===== config.mk =====
export PLATFORM = sky130hd
export DESIGN_NAME = cia_interval_timer
export DESIGN_NICKNAME = d
export VERILOG_FILES = /design/src/rtl/ciat_pkg.sv /design/src/rtl/ciat_in_stage.sv /design/src/rtl/ciat_timer_core.sv /design/src/rtl/ciat_out_stage.sv /design/src/rtl/cia_interval_timer.sv
export VERILOG_INCLUDE_DIRS = /design/src /design/src/rtl
export SDC_FILE = /design/constraint.sdc
export NUM_CORES = 1
export LEC_CHECK = 0
export ABC_CLOCK_PERIOD_IN_PS = 4000
export BUFFER_PORTS_ARGS = -buffer_cell sky130_fd_sc_hd__buf_2
export CAP_MARGIN = 20
export CORE_MARGIN = 1
export CORE_UTILIZATION = 60
export CTS_CLUSTER_SIZE = 20
export DETAILED_ROUTE_END_ITERATION = 10
export GPL_TIMING_DRIVEN = 1
export HOLD_SLACK_MARGIN = 0.03
export PLACE_DENSITY = 0.8
export SYNTH_ARGS = -nofsm -noshare
export SYNTH_HDL_FRONTEND = slang
export SYNTH_SLANG_ARGS = --single-unit

===== constraint.sdc =====
create_clock -name clk -period 4 [get_ports clk]
set_input_delay 0.6 -clock clk [delete_from_list [all_inputs] [get_ports clk]]
set_output_delay 0.6 -clock clk [all_outputs]
set_load 0.02 [all_outputs]

===== src/rtl/assert_macros.svh =====
// assertion macros used by the timer core rtl
`ifndef ASSERT_MACROS_SVH
`define ASSERT_MACROS_SVH

`ifndef NO_ASSERTIONS

// property must hold at every rising clock edge outside reset
`define ASSERT_PROP(label, prop, msg) \
	label: assert property (@(posedge clk) disable iff (!arst_n) prop) else $error(msg);

// expression must never be true outside reset
`define ASSERT_NEVER(label, expr, msg) \
	label: assert property (@(posedge clk) disable iff (!arst_n) !(expr)) else $error(msg);

`else

`define ASSERT_PROP(label, prop, msg)
`define ASSERT_NEVER(label, expr, msg)

`endif

`endif


===== src/rtl/ciat_pkg.sv =====
// shared types and constants of the interval timer
package ciat_pkg;

	localparam logic [2:0] MODE_TICK       = 3'd0;
	localparam logic [2:0] MODE_CTRL       = 3'd1;
	localparam logic [2:0] MODE_LATCH_LO   = 3'd2;
	localparam logic [2:0] MODE_LATCH_HI   = 3'd3;
	localparam logic [2:0] MODE_SET_TOGGLE = 3'd4;

	localparam logic [7:0]  TOGGLE_BITS = 8'h06;
	localparam logic [15:0] ALL_ONES16  = 16'hffff;

	typedef struct packed {
		logic [2:0] mode;
		logic [7:0] data_byte;
		logic       count_pulse;
	} item_t;

	typedef struct packed {
		logic [15:0] count_value;
		logic        underflow_pulse;
		logic        toggle_output;
	} result_t;

endpackage


===== src/rtl/ciat_in_stage.sv =====
// input register stage of the interval timer
module ciat_in_stage import ciat_pkg::*; (
	input  logic  clk,
	input  logic  arst_n,
	input  logic  item_valid,
	output logic  item_ready,
	input  item_t item,
	input  logic  take,
	output logic  valid_s1,
	output item_t item_s1
);

	assign item_ready = !valid_s1 || take;

	always_ff @(posedge clk or negedge arst_n) begin
		if (!arst_n) begin
			valid_s1 <= 1'b0;
		end else if (item_ready) begin
			valid_s1 <= item_valid;
		end
	end

	always_ff @(posedge clk) begin
		if (item_valid && item_ready) begin
			item_s1 <= item;
		end
	end

endmodule


===== src/rtl/ciat_timer_core.sv =====
// timer state, delay flags and per-item next-state logic
module ciat_timer_core import ciat_pkg::*; (
	input  logic    clk,
	input  logic    arst_n,
	input  logic    fire,
	input  item_t   item_s1,
	output result_t res
);
	`include "assert_macros.svh"

	logic [15:0] counter_q, latch_q;
	logic        tog_en_q, toggle_q;
	logic        start_q, osr_q, floadr_q, phi2_q;
	logic        cnt2_q, cnt3_q, os0_q, load1_q, os_q, load_q;

	logic [15:0] counter_d, latch_d, dec;
	logic        tog_en_d, toggle_d, under;
	logic        start_d, osr_d, floadr_d, phi2_d;
	logic        cnt2_d, cnt3_d, os0_d, load1_d, os_d, load_d;

	always_comb begin
		counter_d = counter_q;
		latch_d   = latch_q;
		tog_en_d  = tog_en_q;
		toggle_d  = toggle_q;
		start_d   = start_q;
		osr_d     = osr_q;
		floadr_d  = floadr_q;
		phi2_d    = phi2_q;
		cnt2_d    = cnt2_q;
		cnt3_d    = cnt3_q;
		os0_d     = os0_q;
		load1_d   = load1_q;
		os_d      = os_q;
		load_d    = load_q;
		under     = 1'b0;
		dec       = counter_q;
		case (item_s1.mode)
			MODE_TICK: begin
				if (counter_q != 16'd0 && cnt3_q) begin
					dec = counter_q - 16'd1;
				end
				// delay chain advances one place
				cnt2_d   = start_q && phi2_q;
				cnt3_d   = cnt2_q || (item_s1.count_pulse && start_q);
				load1_d  = floadr_q;
				os0_d    = osr_q;
				load_d   = load1_q;
				os_d     = os0_q;
				floadr_d = 1'b0;
				counter_d = dec;
				if (dec == 16'd0 && cnt3_d) begin
					under  = 1'b1;
					load_d = 1'b1;
					if (os_d || os0_d) begin
						start_d = 1'b0;
						cnt2_d  = 1'b0;
					end
					toggle_d = tog_en_q ? !toggle_q : 1'b0;
				end
				if (load_d) begin
					counter_d = latch_q;
					cnt3_d    = 1'b0;
				end
			end
			MODE_CTRL: begin
				start_d  = item_s1.data_byte[0];
				osr_d    = item_s1.data_byte[3];
				floadr_d = item_s1.data_byte[4];
				phi2_d   = !item_s1.data_byte[5];
				tog_en_d = (item_s1.data_byte & TOGGLE_BITS) == TOGGLE_BITS;
			end
			MODE_LATCH_LO: begin
				latch_d = {latch_q[15:8], item_s1.data_byte};
				if (load_q) begin
					counter_d = {counter_q[15:8], item_s1.data_byte};
				end
			end
			MODE_LATCH_HI: begin
				latch_d = {item_s1.data_byte, latch_q[7:0]};
				if (load_q || !start_q) begin
					counter_d = {item_s1.data_byte, latch_q[7:0]};
				end
			end
			MODE_SET_TOGGLE: begin
				toggle_d = item_s1.data_byte[0];
			end
			default: begin
			end
		endcase
	end

	assign res.count_value     = counter_d;
	assign res.underflow_pulse = under;
	assign res.toggle_output   = toggle_d;

	always_ff @(posedge clk or negedge arst_n) begin
		if (!arst_n) begin
			counter_q <= ALL_ONES16;
			latch_q   <= ALL_ONES16;
			tog_en_q  <= 1'b0;
			toggle_q  <= 1'b0;
			start_q   <= 1'b0;
			osr_q     <= 1'b0;
			floadr_q  <= 1'b0;
			phi2_q    <= 1'b0;
			cnt2_q    <= 1'b0;
			cnt3_q    <= 1'b0;
			os0_q     <= 1'b0;
			load1_q   <= 1'b0;
			os_q      <= 1'b0;
			load_q    <= 1'b0;
		end else if (fire) begin
			counter_q <= counter_d;
			latch_q   <= latch_d;
			tog_en_q  <= tog_en_d;
			toggle_q  <= toggle_d;
			start_q   <= start_d;
			osr_q     <= osr_d;
			floadr_q  <= floadr_d;
			phi2_q    <= phi2_d;
			cnt2_q    <= cnt2_d;
			cnt3_q    <= cnt3_d;
			os0_q     <= os0_d;
			load1_q   <= load1_d;
			os_q      <= os_d;
			load_q    <= load_d;
		end
	end

	// a pending load always cancels the count stage
	`ASSERT_NEVER(a_load_cnt3, cnt3_q && load_q, "load and count stage 3 both set")
	// force load request lasts exactly until the next tick
	`ASSERT_PROP(a_floadr_clr, fire && item_s1.mode == MODE_TICK |=> !floadr_q, "force load stuck")
	// underflow reloads the counter from the latch
	`ASSERT_PROP(a_under_reload, fire && res.underflow_pulse |=> counter_q == latch_q, "no reload")
	`ASSERT_NEVER(a_under_tick, res.underflow_pulse && item_s1.mode != MODE_TICK, "stray underflow")

endmodule


===== src/rtl/ciat_out_stage.sv =====
// result register of the interval timer
module ciat_out_stage import ciat_pkg::*; (
	input  logic    clk,
	input  logic    arst_n,
	input  logic    load,
	input  result_t res,
	output logic    free,
	output logic    result_valid,
	input  logic    result_ready,
	output result_t result
);

	assign free = !result_valid || result_ready;

	always_ff @(posedge clk or negedge arst_n) begin
		if (!arst_n) begin
			result_valid <= 1'b0;
		end else if (free) begin
			result_valid <= load;
		end
	end

	always_ff @(posedge clk) begin
		if (load) begin
			result <= res;
		end
	end

endmodule


===== src/rtl/cia_interval_timer.sv =====
// top level of the 16-bit interval timer
//
//  channel  direction  payload   transfer when
//  item     in         item_t    item_valid & item_ready
//  result   out        result_t  result_valid & result_ready
//
// one result per item, passed from the input register to the result register after the item transfer
// one item per cycle sustained while results are taken: input register, state update, result register
// arst_n clears counter and latch to all ones, flags and toggle to zero
// a stalled result holds the result register; the input register still fills behind it
module cia_interval_timer import ciat_pkg::*; (
	input  logic    clk,
	input  logic    arst_n,
	input  logic    item_valid,
	output logic    item_ready,
	input  item_t   item,
	output logic    result_valid,
	input  logic    result_ready,
	output result_t result
);

	logic    valid_s1, free, adv;
	item_t   item_s1;
	result_t res;

	assign adv = valid_s1 && free;

	ciat_in_stage u_in (
		.clk        (clk),
		.arst_n     (arst_n),
		.item_valid (item_valid),
		.item_ready (item_ready),
		.item       (item),
		.take       (adv),
		.valid_s1   (valid_s1),
		.item_s1    (item_s1)
	);

	ciat_timer_core u_core (
		.clk     (clk),
		.arst_n  (arst_n),
		.fire    (adv),
		.item_s1 (item_s1),
		.res     (res)
	);

	ciat_out_stage u_out (
		.clk          (clk),
		.arst_n       (arst_n),
		.load         (adv),
		.res          (res),
		.free         (free),
		.result_valid (result_valid),
		.result_ready (result_ready),
		.result       (result)
	);

endmodule


==> impl_metrics.csv <==
group,metric,value,unit
critical_path,critical-path-slowest-cell,"or4b_1",
global_route,grt-ovfl-total,0,
place,place.gp.congestion,0.969,
critical_path,path_max_fanout,11,
synthesis,synthesis.area,4280,um2
place,portBuffers,35,
cells_and_area,diodes,0,
critical_path,critPathLaunchType,"flip-flop",
route,vias,3656,
clocking,clockRootBuffer,"clkbuf_8",
sta,rsz0062_at_grt,"false",
route,drt_iter0_drc,450,
die,top_level_ports,36,
critical_path,end_kind,"flip-flop",
synthesis,syn-num-nets,439,
die,dieHeight,86.5,um
critical_path,crit_family,"compound AO/OA/AOI/OAI gates",
worst_hold_path,min_path_type,"input port to async pin",
critical_path,crit_type,"flip-flop to flip-flop",
sta,clock_skew,0.0137,ns
global_route,grt_pass1_vias,3269,
sta,hold_viol,0,
place,place_hpwl,7600,um
power,cellPowerDensity,591,nW/um2
global_route,grt_pass1_wl,17500,um
synthesis,avgSynthCellArea,10.2,um2
route,wirelength,11100,um
critical_path,crit_required,4.07,ns
route,ant_nets,0,
global_route,met1_usage,44.9,%
sta,worstMarginPinSlew,0.845,ns
synthesis,yosys_register_bits,75,
global_route,grt_usage,31.8,%
global_route,antenna_found_initial,0,
sta,worst_slack,0.388,ns
critical_path,worstPathCellList,"inv_1, ha_1, nor4b_2, a41o_1, nand2_1, a2111o_1, or4b_1, o21a_1, buf_4, o211ai_2, a31oi_1",
clocking,cts_resized,0,
clocking,cts.hold.buffers_added,0,
cells_and_area,areaGrowthSynthToFinish,10.3,%
power,power_leakage,1.73,nW
synthesis,synth-edff-count,30,
die,die_width,86.5,um
die,coreArea,6830,um2
cells_and_area,drive_above_1_share,28.0,%
sta,hold_ws,0.113,ns
route,post_drt_via_cell_ratio,6.70,
critical_path,slowest_delay,0.54,ns
clocking,clock_latency,0.36,ns
sta,tns,0,ns
route,routedWlPerCell,20.4,um
synthesis,syn_inst,421,
global_route,grt_max_degree,46,
synthesis,synth_flop_cell,"dfstp_2",
sta,period_share,90.3,%
cells_and_area,stdcell_area,4720,um2
place,dp_slack,0.425,ns
status,status,"finished, final reports clean",
global_route,grt_use_met2,48.0,%
synthesis,ys_types,60,
sta,drv_slew,0,
place,place_area,4480,um2
synthesis,ys_seq_area_share,48.3,%
cells_and_area,final_nets,463,
clocking,clkSinkCount,75,
clocking,clkTransAtPathRegs,0.08,ns
critical_path,worst-path-buf-inv,2,
route,remaining_drc_errors,0,
die,rows,30,
flow_run,cap_violations,0,
clocking,cts_tree,"built",
clocking,cts_setup_buffers,0,
route,drt_first_pass_iters,5,
cells_and_area,final_cell_mix,"nor2_1 (63), buf_2 (35), dfstp_2 (32)",
sta,fin_crit,3.61,ns
power,total_power,0.00279,W
global_route,use_met3,7.43,%
cells_and_area,final_common_cell,"nor2_1",
sta,setup_viol,0,
synthesis,synth-async-reset-ratio,60.0,%
sta,relSlewSlack,43.4,%
sta,fmax,277,MHz
die,dieArea,7480,um2
critical_path,worstPathArrival,3.68,ns
synthesis,yosysWarnings,0,
power,vdd_drop_max,336,uV
die,initial_core_util,62.7,%
clocking,numCtsBuffers,9,
clocking,cts_buffer_depth,2,
clocking,htreeDepth,3,
global_route,grt_busiest_layer,"met2",
-- metrics by stage --
stage	util [%]	cells
floorplan	-	421
global placement	65.6	529
detailed placement	65.6	529
CTS	68.9	545
global route	69.2	546
finish	69.2	546
-- cell usage after synthesis (2+ instances only) --
library cell	number	area share, %
buf_1	2	0.18
a21oi_1	20	2.3
o21ai_1	4	0.47
nand4_1	5	0.73
a31oi_1	17	2.5
a32oi_1	3	0.61
nor4_2	2	0.58
o21ba_2	2	0.47
nor2b_1	3	0.44
nand2b_1	8	1.2
a22oi_1	4	0.70
or3_1	5	0.73
inv_1	4	0.35
mux2_2	18	4.7
nand3_1	9	1.1
or4b_1	2	0.47
o221ai_1	7	1.4
edfxtp_1	30	21
o22ai_1	7	1.0
dfrtp_1	13	7.6
o21ai_0	10	1.2
ha_1	2	0.58
nor3_1	5	0.58
clkbuf_1	13	1.1
xor2_1	7	1.4
buf_2	10	1.2
dfstp_2	32	20
nor2_1	63	5.5
nor3b_1	2	0.35
xnor2_1	5	1.0
nand2_1	28	2.5
o211ai_2	8	2.3
inv_2	3	0.26
buf_6	2	0.53
and2_1	2	0.29
or4_1	3	0.53
o31ai_1	2	0.35
nor4_1	3	0.44
o211ai_1	19	3.3
mux2i_1	17	4.0
-- routing by layer --
layer	wire length, um	share of wire, %	vias up
met4	276	2.5	0
met2	5130	46	235
met3	1140	10	28
met5	0	0	-
met1	4590	41	1764
li1	-	-	1629
-- sequential cells by signal, indices dropped and copies added, names as in the netlist --
signal              flops
u_out.result           18
u_core.counter_q       16
u_core.latch_q         16
u_in.item_s1           12
u_core.cnt2_q           1
u_core.cnt3_q           1
u_core.floadr_q         1
u_core.load1_q          1
u_core.load_q           1
u_core.os0_q            1
u_core.osr_q            1
u_core.phi2_q           1
u_core.start_q          1
u_core.tog_en_q         1
u_core.toggle_q         1
u_in.valid_s1           1
u_out.result_valid      1
-- worst register-to-register path: cells and delay by family (launching register included) --
family,cells,cell delay (ns)
and+or+nand+nor,3,0.94
adders and majority gates,1,0.20
DFF,1,0.40
buffers and inverters,2,0.43
AOI/OAI and AO/OA,5,1.38
-- cells by family after synthesis --
kind of cell / after synthesis / share of synthesized area [%]
AO/OA/AOI/OAI: 112 / 18.6
XOR/XNOR: 12 / 2.45
adder cells (fa/ha/maj): 2 / 0.584
buffers and inverters: 36 / 3.91
flip-flops: 75 / 48.3
multiplexers: 35 / 8.71
AND/OR/NAND/NOR: 149 / 17.5
-- path summary, 6_finish.rpt --
path	start	to	slack (ns)	cells after the start
setup / recovery	u_core.counter_q[0]$_DFFE_PN1P_	u_out.result[12]$_DFFE_PP_	0.39	11
hold / removal	arst_n	u_core.cnt3_q$_DFFE_PN0P_	0.11	1
setup reg to reg	u_core.counter_q[0]$_DFFE_PN1P_	u_out.result[12]$_DFFE_PP_	0.39	11
hold reg to reg	u_in.valid_s1$_DFFE_PN0N_	u_out.result_valid$_DFFE_PN0P_	0.50	1
max in group asynchronous	arst_n	u_core.latch_q[10]$_DFFE_PN1P_	3.33	2
min in group clk	item[4]	u_in.item_s1[4]$_DFFE_PP_	0.41	1
-- final cells by class --
class | instances | area, um2
Inverter | 7 | 26.3
Clock buffer | 9 | 124
Clock inverter | 7 | 98.8
Fill cell | 533 | 2110
Sequential cell | 75 | 2070
Timing Repair Buffer | 42 | 240
Multi-Input combinational cell | 310 | 2050
Tap cell | 96 | 120
-- report_power, final --
group          internal (W)  leakage [nW]  switching [W]
Clock              0.000355         0.105       0.000304
Combinational      0.000342         0.835       0.000475
Sequential          0.00106         0.785       0.000252
Total               0.00176          1.73        0.00103
Power figures use the tool's default switching activity.
